--- src/frar_pkg.sv ---
package frar_pkg;

   // Operands are taken as the low OPW bits of each input field.
   localparam int OPW   = 16;
   localparam int PW    = 2 * OPW;
   localparam int NW    = PW + 1;
   localparam int MW    = PW;
   localparam int KW    = $clog2(MW + 1);
   localparam int NUM_W = 33;
   localparam int DEN_W = 31;
   localparam int XW    = ((MW > NUM_W) ? MW : NUM_W) + 1;

   typedef enum logic [1:0] {
      CMD_ADD = 2'd0,
      CMD_SUB = 2'd1,
      CMD_MUL = 2'd2,
      CMD_DIV = 2'd3
   } op_type;

   typedef enum logic [1:0] {
      ST_OK       = 2'd0,
      ST_ZERO_DEN = 2'd1,
      ST_DIV_ZERO = 2'd2
   } status_type;

   typedef enum logic [3:0] {
      S_IDLE,
      S_CHECK,
      S_MUL_P,
      S_MUL_Q,
      S_MUL_D,
      S_SUM,
      S_MAG,
      S_GCD,
      S_GCD_END,
      S_DIV_INIT,
      S_DIV,
      S_FINISH
   } state_type;

   typedef enum logic [3:0] {
      DP_NONE,
      DP_LOAD,
      DP_MUL_P,
      DP_MUL_Q,
      DP_MUL_D,
      DP_SUM,
      DP_MAG,
      DP_GCD_STEP,
      DP_GCD_END,
      DP_DIV_INIT,
      DP_DIV_STEP,
      DP_OUT
   } dp_cmd_type;

   typedef struct packed {
      logic err;
      logic gcd_done;
      logic div_done;
   } dp_sts_type;

endpackage

--- src/fraction_arith_reduce.sv ---
// Exact add, subtract, multiply or divide of two signed 16-bit fractions, reduced to lowest
// terms with a positive denominator. One request is worked at a time. After the accepting
// edge come the check, the three products on one shared multiplier, the sum and the
// magnitude step. The binary GCD loop then runs at one step per cycle, with no steps for a
// zero numerator, until one of its two working values on the 32-bit magnitudes reaches
// zero. The GCD is then formed and the divider set up. Two restoring lanes then divide
// numerator and denominator by the GCD, and a final step writes the result register.
// A zero denominator or a division by a zero fraction skips the arithmetic: its check
// goes straight to the finish step, which writes an error status and zero fields.
// The next request is taken as soon as the result is in the output register, even while
// that beat is stalled. A request that finishes while the previous beat is still stalled
// waits in its last step until that beat is taken.
module fraction_arith_reduce
   import frar_pkg::*;
(
   input  logic                    clock,
   input  logic                    reset,
   input  logic                    req_valid,
   output logic                    req_stall,
   input  logic [1:0]              req_command,
   input  logic signed [15:0]      req_num_a,
   input  logic signed [15:0]      req_den_a,
   input  logic signed [15:0]      req_num_b,
   input  logic signed [15:0]      req_den_b,
   output logic                    rsp_valid,
   input  logic                    rsp_stall,
   output logic signed [NUM_W-1:0] rsp_res_num,
   output logic [DEN_W-1:0]        rsp_res_den,
   output logic                    rsp_whole,
   output logic [1:0]              rsp_status
);

   dp_cmd_type dp_cmd;
   dp_sts_type dp_sts;

   frar_ctrl u_ctrl (
      .clock     (clock),
      .reset     (reset),
      .req_valid (req_valid),
      .req_stall (req_stall),
      .rsp_valid (rsp_valid),
      .rsp_stall (rsp_stall),
      .dp_cmd    (dp_cmd),
      .dp_sts    (dp_sts)
   );

   frar_datapath u_datapath (
      .clock       (clock),
      .dp_cmd      (dp_cmd),
      .dp_sts      (dp_sts),
      .req_command (req_command),
      .req_num_a   (req_num_a),
      .req_den_a   (req_den_a),
      .req_num_b   (req_num_b),
      .req_den_b   (req_den_b),
      .rsp_res_num (rsp_res_num),
      .rsp_res_den (rsp_res_den),
      .rsp_whole   (rsp_whole),
      .rsp_status  (rsp_status)
   );

endmodule

--- src/frar_datapath.sv ---
module frar_datapath
   import frar_pkg::*;
(
   input  logic                    clock,
   input  dp_cmd_type              dp_cmd,
   output dp_sts_type              dp_sts,
   input  logic [1:0]              req_command,
   input  logic signed [15:0]      req_num_a,
   input  logic signed [15:0]      req_den_a,
   input  logic signed [15:0]      req_num_b,
   input  logic signed [15:0]      req_den_b,
   output logic signed [NUM_W-1:0] rsp_res_num,
   output logic [DEN_W-1:0]        rsp_res_den,
   output logic                    rsp_whole,
   output logic [1:0]              rsp_status
);

   op_type                 cmd_ff;
   logic signed [OPW-1:0]  na_ff, da_ff, nb_ff, db_ff;
   logic signed [PW-1:0]   p_ff, q_ff, d_ff;
   logic signed [NW-1:0]   n_ff;
   logic [MW-1:0]          mn_ff, md_ff;
   logic                   neg_ff;
   logic [MW-1:0]          ga_ff, gb_ff, g_ff;
   logic [KW-1:0]          gk_ff;
   logic [MW-1:0]          qn_ff, qd_ff, rn_ff, rd_ff;
   logic [KW-1:0]          cnt_ff;
   logic signed [NUM_W-1:0] res_num_ff;
   logic [DEN_W-1:0]       res_den_ff;
   logic                   whole_ff;
   status_type             status_ff;

   logic signed [OPW-1:0]  mul_x, mul_y;
   logic signed [PW-1:0]   prod;
   logic signed [NW-1:0]   n_in;
   logic [NW-1:0]          n_abs;
   logic [PW-1:0]          d_abs;
   logic [MW-1:0]          ga_in, gb_in;
   logic [KW-1:0]          gk_in;
   logic [MW:0]            trial_n, trial_d, sub_n, sub_d;
   logic                   ge_n, ge_d;
   logic [MW-1:0]          rn_in, rd_in;
   status_type             st;
   logic [XW-1:0]          qn_x, qd_x, num_x;
   logic                   neg_eff;

   // One shared multiplier; the controller picks the operand pair.
   always_comb begin
      case (dp_cmd)
         DP_MUL_P: begin
            mul_x = na_ff;
            mul_y = (cmd_ff == CMD_MUL) ? nb_ff : db_ff;
         end
         DP_MUL_Q: begin
            mul_x = nb_ff;
            mul_y = da_ff;
         end
         DP_MUL_D: begin
            mul_x = da_ff;
            mul_y = (cmd_ff == CMD_DIV) ? nb_ff : db_ff;
         end
         default: begin
            mul_x = na_ff;
            mul_y = db_ff;
         end
      endcase
   end

   assign prod = mul_x * mul_y;

   always_comb begin
      case (cmd_ff)
         CMD_ADD: n_in = NW'(p_ff) + NW'(q_ff);
         CMD_SUB: n_in = NW'(p_ff) - NW'(q_ff);
         default: n_in = NW'(p_ff);
      endcase
   end

   assign n_abs = n_ff[NW-1] ? (~n_ff + 1'b1) : n_ff;
   assign d_abs = d_ff[PW-1] ? (~d_ff + 1'b1) : d_ff;

   // Binary GCD; an odd-odd step subtracts and halves the even difference at once.
   always_comb begin
      ga_in = ga_ff;
      gb_in = gb_ff;
      gk_in = gk_ff;
      if (!ga_ff[0] && !gb_ff[0]) begin
         ga_in = ga_ff >> 1;
         gb_in = gb_ff >> 1;
         gk_in = gk_ff + 1'b1;
      end else if (!ga_ff[0]) begin
         ga_in = ga_ff >> 1;
      end else if (!gb_ff[0]) begin
         gb_in = gb_ff >> 1;
      end else if (ga_ff >= gb_ff) begin
         ga_in = (ga_ff - gb_ff) >> 1;
      end else begin
         gb_in = (gb_ff - ga_ff) >> 1;
      end
   end

   // Two restoring divider lanes share the divisor g.
   assign trial_n = {rn_ff, qn_ff[MW-1]};
   assign trial_d = {rd_ff, qd_ff[MW-1]};
   assign sub_n   = trial_n - {1'b0, g_ff};
   assign sub_d   = trial_d - {1'b0, g_ff};
   assign ge_n    = trial_n >= {1'b0, g_ff};
   assign ge_d    = trial_d >= {1'b0, g_ff};
   assign rn_in   = ge_n ? sub_n[MW-1:0] : trial_n[MW-1:0];
   assign rd_in   = ge_d ? sub_d[MW-1:0] : trial_d[MW-1:0];

   always_comb begin
      if (da_ff == '0 || db_ff == '0) begin
         st = ST_ZERO_DEN;
      end else if (cmd_ff == CMD_DIV && nb_ff == '0) begin
         st = ST_DIV_ZERO;
      end else begin
         st = ST_OK;
      end
   end

   assign neg_eff = neg_ff && (qn_ff != '0);
   assign qn_x    = XW'(qn_ff);
   assign qd_x    = XW'(qd_ff);
   assign num_x   = neg_eff ? (~qn_x + 1'b1) : qn_x;

   always_ff @(posedge clock) begin
      case (dp_cmd)
         DP_LOAD: begin
            cmd_ff <= op_type'(req_command);
            na_ff  <= req_num_a[OPW-1:0];
            da_ff  <= req_den_a[OPW-1:0];
            nb_ff  <= req_num_b[OPW-1:0];
            db_ff  <= req_den_b[OPW-1:0];
         end
         DP_MUL_P: p_ff <= prod;
         DP_MUL_Q: q_ff <= prod;
         DP_MUL_D: d_ff <= prod;
         DP_SUM:   n_ff <= n_in;
         DP_MAG: begin
            mn_ff  <= n_abs[MW-1:0];
            md_ff  <= d_abs;
            ga_ff  <= n_abs[MW-1:0];
            gb_ff  <= d_abs;
            gk_ff  <= '0;
            neg_ff <= n_ff[NW-1] ^ d_ff[PW-1];
         end
         DP_GCD_STEP: begin
            ga_ff <= ga_in;
            gb_ff <= gb_in;
            gk_ff <= gk_in;
         end
         // One of the two is zero here, so the OR, shifted back by the common twos, is the GCD.
         DP_GCD_END: g_ff <= (ga_ff | gb_ff) << gk_ff;
         DP_DIV_INIT: begin
            qn_ff  <= mn_ff;
            qd_ff  <= md_ff;
            rn_ff  <= '0;
            rd_ff  <= '0;
            cnt_ff <= '0;
         end
         DP_DIV_STEP: begin
            qn_ff  <= {qn_ff[MW-2:0], ge_n};
            qd_ff  <= {qd_ff[MW-2:0], ge_d};
            rn_ff  <= rn_in;
            rd_ff  <= rd_in;
            cnt_ff <= cnt_ff + 1'b1;
         end
         DP_OUT: begin
            status_ff <= st;
            if (st != ST_OK) begin
               res_num_ff <= '0;
               res_den_ff <= '0;
               whole_ff   <= 1'b0;
            end else begin
               res_num_ff <= num_x[NUM_W-1:0];
               res_den_ff <= qd_x[DEN_W-1:0];
               whole_ff   <= (qd_ff == MW'(1));
            end
         end
         default: begin
         end
      endcase
   end

   assign dp_sts.err      = (st != ST_OK);
   assign dp_sts.gcd_done = (ga_ff == '0) || (gb_ff == '0);
   assign dp_sts.div_done = (cnt_ff == KW'(MW));

   assign rsp_res_num = res_num_ff;
   assign rsp_res_den = res_den_ff;
   assign rsp_whole   = whole_ff;
   assign rsp_status  = status_ff;

endmodule

--- src/frar_ctrl.sv ---
module frar_ctrl
   import frar_pkg::*;
(
   input  logic       clock,
   input  logic       reset,
   input  logic       req_valid,
   output logic       req_stall,
   output logic       rsp_valid,
   input  logic       rsp_stall,
   output dp_cmd_type dp_cmd,
   input  dp_sts_type dp_sts
);

   state_type state_ff, state_in;
   logic      rsp_valid_ff, rsp_valid_in;

   always_ff @(posedge clock) begin
      if (reset) begin
         state_ff     <= S_IDLE;
         rsp_valid_ff <= 1'b0;
      end else begin
         state_ff     <= state_in;
         rsp_valid_ff <= rsp_valid_in;
      end
   end

   always_comb begin
      state_in     = state_ff;
      dp_cmd       = DP_NONE;
      rsp_valid_in = rsp_valid_ff && rsp_stall;
      case (state_ff)
         S_IDLE: begin
            if (req_valid) begin
               dp_cmd   = DP_LOAD;
               state_in = S_CHECK;
            end
         end
         S_CHECK:    state_in = dp_sts.err ? S_FINISH : S_MUL_P;
         S_MUL_P: begin
            dp_cmd   = DP_MUL_P;
            state_in = S_MUL_Q;
         end
         S_MUL_Q: begin
            dp_cmd   = DP_MUL_Q;
            state_in = S_MUL_D;
         end
         S_MUL_D: begin
            dp_cmd   = DP_MUL_D;
            state_in = S_SUM;
         end
         S_SUM: begin
            dp_cmd   = DP_SUM;
            state_in = S_MAG;
         end
         S_MAG: begin
            dp_cmd   = DP_MAG;
            state_in = S_GCD;
         end
         S_GCD: begin
            if (dp_sts.gcd_done) begin
               state_in = S_GCD_END;
            end else begin
               dp_cmd = DP_GCD_STEP;
            end
         end
         S_GCD_END: begin
            dp_cmd   = DP_GCD_END;
            state_in = S_DIV_INIT;
         end
         S_DIV_INIT: begin
            dp_cmd   = DP_DIV_INIT;
            state_in = S_DIV;
         end
         S_DIV: begin
            if (dp_sts.div_done) begin
               state_in = S_FINISH;
            end else begin
               dp_cmd = DP_DIV_STEP;
            end
         end
         S_FINISH: begin
            // The result register is free once its last beat has been taken.
            if (!rsp_valid_ff || !rsp_stall) begin
               dp_cmd       = DP_OUT;
               rsp_valid_in = 1'b1;
               state_in     = S_IDLE;
            end
         end
         default: state_in = S_IDLE;
      endcase
   end

   assign req_stall = (state_ff != S_IDLE);
   assign rsp_valid = rsp_valid_ff;

   a_accept_starts: assert property (@(posedge clock) disable iff (reset)
      (state_ff == S_IDLE && req_valid) |=> (state_ff == S_CHECK))
      else $error("accepted beat did not start the sequence");

   a_valid_from_finish: assert property (@(posedge clock) disable iff (reset)
      $rose(rsp_valid_ff) |-> $past(state_ff == S_FINISH))
      else $error("result raised outside the finish state");

   a_div_exit: assert property (@(posedge clock) disable iff (reset)
      (state_ff == S_DIV && dp_sts.div_done) |=> (state_ff == S_FINISH))
      else $error("divider done without moving to finish");

   a_no_overwrite: assert property (@(posedge clock) disable iff (reset)
      (dp_cmd == DP_OUT) |-> (!rsp_valid_ff || !rsp_stall))
      else $error("result register written while a stalled beat is pending");

endmodule

--- config.mk ---
export PLATFORM = sky130hd
export DESIGN_NAME = fraction_arith_reduce
export DESIGN_NICKNAME = d
export VERILOG_FILES = /design/src/frar_pkg.sv /design/src/fraction_arith_reduce.sv /design/src/frar_datapath.sv /design/src/frar_ctrl.sv
export SDC_FILE = /design/constraint.sdc
export NUM_CORES = 2
export LEC_CHECK = 0
export BUFFER_PORTS_ARGS = -buffer_cell sky130_fd_sc_hd__buf_2
export CAP_MARGIN = 10
export CORE_ASPECT_RATIO = 1.1
export CORE_UTILIZATION = 64
export DETAILED_ROUTE_END_ITERATION = 7
export PLACE_DENSITY = 0.79
export SYNTH_ARGS = -nofsm -noshare
export SYNTH_HDL_FRONTEND = slang
export SYNTH_HIERARCHICAL = 1
export SYNTH_SLANG_ARGS = --single-unit
--- constraint.sdc ---
create_clock -name clock -period 18.8 [get_ports clock]
set_input_delay 5.64 -clock clock [delete_from_list [all_inputs] [get_ports clock]]
set_output_delay 5.64 -clock clock [all_outputs]
set_load 0.05 [all_outputs]
=== Word-level counts from Yosys, hierarchy flattened ===
Cells that the tools add are included.

* Bits of input ports: 70
* Output and inout port bits: 69
* Bits in registers: 568
* Word-level logic and storage cells: 159

* Equal/unequal tests: 36
* Add/sub/neg operators: 11
* Bitwise logic cells: 6
* Shift-type cells: 1
* Muxes and demuxes: 42
* Order comparisons: 3
* Multipliers: 1
* Reduce and logical (&&, ||, !) cells: 29

{| class="wikitable"
|+ Operators by type and width
! operator !! count
|-
| $mux 32 || 13
|-
| $pmux 32 s2 || 6
|-
| $sub 32x32->32 || 4
|-
| $ge 33x32->1 || 2
|-
| $pmux 33 s2 || 1
|-
| $add 32x1->32 const B || 2
|-
| $logic_not 32->1 || 2
|-
| $not 32->32 || 2
|-
| $logic_not 16->1 || 3
|-
| $pmux 16 s3 || 1
|-
| $pmux 4 s12 || 1
|-
| $pmux 4 s11 || 1
|-
| $add 32x32->33 || 1
|-
| $add 33x1->33 const B || 1
|-
| $not 32->33 || 1
|-
| $sub 32x32->33 || 1
|-
| $eq 32x1->1 const B || 1
|-
| $eq 4x3->1 const B || 8
|-
| $eq 4x4->1 const B || 8
|-
| $ge 32x32->1 || 1
|-
| $mul 16x16->32 || 1
|-
| $mux 16 || 2
|-
| $or 32x32->32 || 1
|-
| $pmux 16 s2 || 1
|-
| 31 further kinds || 64
|}

=== Logic depth before layout (Yosys ltp) ===
* Depth in word-level cells: 7
* Gate-level depth with buffers: 41
* Gate-level depth less buffers: 38

=== Hierarchy ===
Netlist, hierarchy kept.

{| class="wikitable"
|+ By module, submodules not included
! module !! cells an instance !! area an instance (um2) !! times used !! seq. area each (um2)
|-
| frar_datapath || 4582 || 44451.4 || 1 || 16906.2
|-
| frar_ctrl || 55 || 430.4 || 1 || 100.1
|}

=== Worst setup path after synthesis ===
Ideal clock, no wire load.

* Kind: input to register
* Start point: input req_valid
* End point: register u_datapath.d_ff[31] (data pin)
* Path buffers: 4
* Setup slack: 2.601 ns
* Arrival: 15.930 ns
* Stages on the path: 35
* Setup time: 0.269 ns
* Data required time: 18.531 ns
* Cells stage by stage: a21oi_1 -> a2bb2oi_1 -> o22ai_1 -> clkbuf_1 -> nand2b_1 -> nor3_1 -> mux2i_1 -> nor2b_1 -> clkbuf_1 -> nor2_1 -> clkbuf_1 -> a21oi_1 -> clkbuf_1 -> nor2_1 -> fa_1 -> inv_1 -> fa_1 -> fa_1 -> fa_1 -> inv_1 -> fa_1 -> inv_1 -> fa_1 -> inv_1 -> ha_1 -> a21oi_1 -> o22ai_1 -> or2_2 -> o2111ai_1 -> a2111oi_0 -> o21ai_0 -> o2111a_1 -> o21ai_0 -> a21oi_1 -> xnor2_1

* Cells in the longest elaborated chain, start to end: 5
* Elaborated cells between the ends (all ways): 8
* Those cells by class: mul (1); eq/ne (3); mux (4)

{| class="wikitable"
|+ Ends and longest elaborated chain
! what !! line !! source
|-
| from (decl) || fraction_arith_reduce.sv:18 || <nowiki>input logic req_valid,</nowiki>
|-
| $mux 1 * || frar_ctrl.sv:33 || <nowiki>if (req_valid) begin</nowiki>
|-
| $pmux 4 s11 * || frar_ctrl.sv:31 || <nowiki>case (state_ff)</nowiki>
|-
| via dp_cmd[0] || fraction_arith_reduce.sv:33 || <nowiki>dp_cmd_type dp_cmd;</nowiki>
|-
| $eq 4x3->1 / $eq 4x2->1 (equally long branches) || frar_datapath.sv:49 || <nowiki>case (dp_cmd)</nowiki>
|-
| $pmux 16 s3 / $pmux 16 s2 (equally long branches) || frar_datapath.sv:49 ||
|-
| $mul 16x16->32 * || frar_datapath.sv:69 || <nowiki>assign prod = mul_x * mul_y;</nowiki>
|-
| via u_datapath.prod[31] || frar_datapath.sv:34 || <nowiki>logic signed [PW-1:0] prod;</nowiki>
|-
| to (signal assigned) || frar_datapath.sv:138 || <nowiki>DP_MUL_D: d_ff <= prod;</nowiki>
|-
| to (decl) || frar_datapath.sv:20 || <nowiki>logic signed [PW-1:0] p_ff, q_ff, d_ff;</nowiki>
|}

The timed path passes the listed nets; every way through them passes the cells marked *.
A chain may end at the register's enable or synchronous reset.

=== Final worst setup path ===
* Start point: input rsp_stall
* End point: register u_datapath.p_ff[31] (data pin)

* Cells in the longest elaborated chain, start to end: 7
* Elaborated cells between the ends (all ways): 10
* Those cells by class: mul (1); eq/ne (3); mux (4); reduce/logical (2)

{| class="wikitable"
|+ Ends and longest elaborated chain
! what !! line !! source
|-
| from (decl) || fraction_arith_reduce.sv:26 || <nowiki>input logic rsp_stall,</nowiki>
|-
| $logic_not 1->1 * || frar_ctrl.sv:83 || <nowiki>if (!rsp_valid_ff || !rsp_stall) begin</nowiki>
|-
| $logic_or 1x1->1 * || frar_ctrl.sv:83 ||
|-
| $mux 4 * || frar_ctrl.sv:83 ||
|-
| $pmux 4 s11 * || frar_ctrl.sv:31 ||
|-
| via dp_cmd[1] || fraction_arith_reduce.sv:33 ||
|-
| $eq 4x3->1 / $eq 4x2->1 (equally long branches) || frar_datapath.sv:49 ||
|-
| $pmux 16 s3 / $pmux 16 s2 (equally long branches) || frar_datapath.sv:49 ||
|-
| $mul 16x16->32 * || frar_datapath.sv:69 ||
|-
| via u_datapath.prod[31] || frar_datapath.sv:34 ||
|-
| to (signal assigned) || frar_datapath.sv:136 || <nowiki>DP_MUL_P: p_ff <= prod;</nowiki>
|-
| to (decl) || frar_datapath.sv:20 ||
|}

Marks and branches as above.

==> flow_summary.ini <==
[floorplanning]
ios = 139
die_h_microns = 280
start_util_pct = 64.8
rows = 101
die_x_microns = 254
coreArea_sq_mm = 0.0693
fp.dieArea_sq_mm = 0.0712

[logic_synthesis]
synth_seq_cells = 568
post_synth.cell_area_avg_sq_um = 9.68
synthFlopType = edfxtp_1
synth_commonest_cells = edfxtp_1, nand2_1, nor2_1
netlist_area_sq_mm = 0.0449
async_flop_share_pct = 0
synth_warnings = 6
ys_types = 89
yosysTopAreaCellShare_pct = 37.7
ys_seq_area_share_pct = 37.9
synth_nets = 5255
synth_most_common_cell = edfxtp_1
synth_area_leaders = edfxtp_1, fa_1, ha_1
synth_edf_count = 563
synth_area_leader_cell = edfxtp_1
synth_cells = 4637

[place]
portBuffers = 138
dp.cells = 5565
pre_cts_ws_ps = 3700
gp_congestion = 1.04
place_hpwl_mm = 96.2

[clock_tree]
cts_setup_buffers = 0
clock_path_buffers = 3
root_buffer = clkbuf_16
htree_levels = 2
numCtsBuffers = 60
hold_buffers = 0
clk_pin_slew_worst_paths_ps = 60
cts_resized = 0
cts_sinks = 568
cts_tree = yes
clock_latency_ps = 640

[critical_path]
crit_buf_inv = 9
cp-end-kind = register
cpMaxStageDelayCell = a221oi_1
crit_start = rsp_stall
max_stage_delay_ps = 840
start_kind = primary input
worstPathRequired_ps = 19170
cp_max_fo = 33
path_common_cell = fa_1
regToRegStartpoint = u_datapath/ga_ff[13]
crit_type = in2reg
critPathTopFamily = adder cells
worstPathArrival_ps = 14960

[timing]
whs_ps = 508
fmax_ghz = 0.0685
worst_slack_ps = 4210
rsz0062_at_grt = false
fin_skew_ps = 15.5
slew_headroom_pct = 21.8
tightest_slew_ps = 1170
min_period_ps = 14590
setup_viol = 0
finalHoldViolations = 0
slew_viol_final = 0
period_share_pct = 77.6
fin_tns_setup_ps = 0

[global_routing]
antenna_found_initial = 0
grt_pass1_wl_mm = 191
grt_pass1_vias = 34100
groute.usage.overall_pct = 35.1
grt_max_degree = 87
overflow = 0

[drt]
drtAntennaViolNets = 0
routed_via_density = 6.22
vias = 35300
firstDrtPassIters = 6
drtIter0Drc = 3677
drc = 0
drt_wl_total_mm = 125
wire_per_inst_microns = 22.0

[finish]
num-fill-cells = 5372
final_cells = 5676
drive_gt1_share_pct = 7.73
syn_to_final_growth_pct = 8.05
num_antenna_cells = 0
nNetsFinal = 5318

[hold_path]
holdCritStartpoint = u_datapath/mn_ff[31]
hp-class = reg2reg

[run]
timing.max_cap.violations = 0

[status]
status = completed
## logic make-up (layout without fill, tap and decap cells)
| logic type | count (synthesis) | after routing | share of synthesized area, % |
|---|---|---|---|
| AO/OA/AOI/OAI | 883 | 883 | 12.7 |
| AND/OR/NAND/NOR | 1584 | 1584 | 15.9 |
| XOR/XNOR | 289 | 289 | 5.64 |
| multiplexers | 85 | 85 | 2.29 |
| buffers and inverters | 680 | 792 | 5.75 |
| adder cells (fa/ha/maj) | 548 | 548 | 19.7 |
| flip-flops | 568 | 568 | 37.9 |
## metal layers
metal,wire (microns),track usage [%],vias to the layer above
met5,0,0,-
met1,46000,43.2,17000
met3,10500,5.82,436
met4,7790,19.5,0
met2,60500,58.8,1696
li1,-,-,16200
## final cells by class
cell class | count | area (sq um) | share of cell area (%)
inverter | 498 | 1870 | 3.85
tap | 927 | 1160 | 2.39
clock buffer | 64 | 1520 | 3.13
clock inverter | 47 | 483 | 0.996
sequential | 568 | 17000 | 35.1
multi-input combinational | 3389 | 25400 | 52.4
timing repair buffer | 183 | 1030 | 2.12
## per-stage QoR
stage / utilization (%) / cell area [sq um]
after global routing: 70.0 / 48500
after CTS: 70.0 / 48500
final: 70.0 / 48500
after detailed placement: 67.1 / 46500
after floorplan: - / 44900
after global placement: 67.1 / 46500
## worst register-to-register path, delay by kind of cell, from the launching register on
kind / cells / cell delay, ps
AOI/OAI and AO/OA: 11 / 3530
xor gates and xnor gates: 1 / 150
adders and majority gates: 7 / 3340
buffers and inverters: 8 / 1470
DFF: 1 / 510
muxes: 1 / 190
and+or+nand+nor: 9 / 2010
## worst paths after layout
| check | slack [ps] | end | depth (start not counted) |
|---|---|---|---|
| worst min register to register | 510 | u_datapath/qn_ff[31] | 2 |
| worst max register to register | 7330 | u_datapath/p_ff[31] | 37 |
| worst max-delay path | 4210 | u_datapath/p_ff[31] | 35 |
| worst min-delay path | 510 | u_datapath/qn_ff[31] | 2 |
## sequential cells by signal (all words and copies together) (netlist names), 32 cells and up
| register | cells |
|---|---|
| u_datapath/qd_ff | 32 |
| u_datapath/gb_ff | 32 |
| u_datapath/p_ff | 32 |
| u_datapath/d_ff | 32 |
| u_datapath/q_ff | 32 |
| u_datapath/rn_ff | 32 |
| u_datapath/ga_ff | 32 |
| u_datapath/rsp_res_num | 33 |
| u_datapath/g_ff | 32 |
| u_datapath/qn_ff | 32 |
| u_datapath/rd_ff | 32 |
| u_datapath/mn_ff | 32 |
| u_datapath/md_ff | 32 |
| u_datapath/n_ff | 33 |
## cells in the final DEF (no fill, tap or decap), types with 14 or more instances in the layout
master / count
mux2i_1: 60
edfxtp_1: 563
o31ai_1: 49
ha_1: 281
nor4_1: 61
o22ai_1: 16
or4_1: 14
o21bai_1: 26
a221oi_1: 45
a21o_1: 47
a31oi_1: 54
o21a_1: 28
xnor2_1: 194
nand4_1: 20
or2_2: 18
buf_2: 138
nand2_1: 543
fa_1: 267
buf_4: 45
nor2b_1: 49
and2_1: 70
inv_1: 495
o41ai_1: 14
a22oi_1: 14
nor2_1: 536
and3_1: 20
clkinv_1: 15
xor2_1: 95
o21ai_0: 188
or3_1: 34
nand2b_1: 50
clkbuf_16: 60
nor3_1: 62
a21oi_1: 232
o211ai_1: 16
nand3_1: 60
a211oi_1: 51
Power is not shown: default switching activity piles up to over one toggle a cycle in this logic, so the estimate is an artifact.
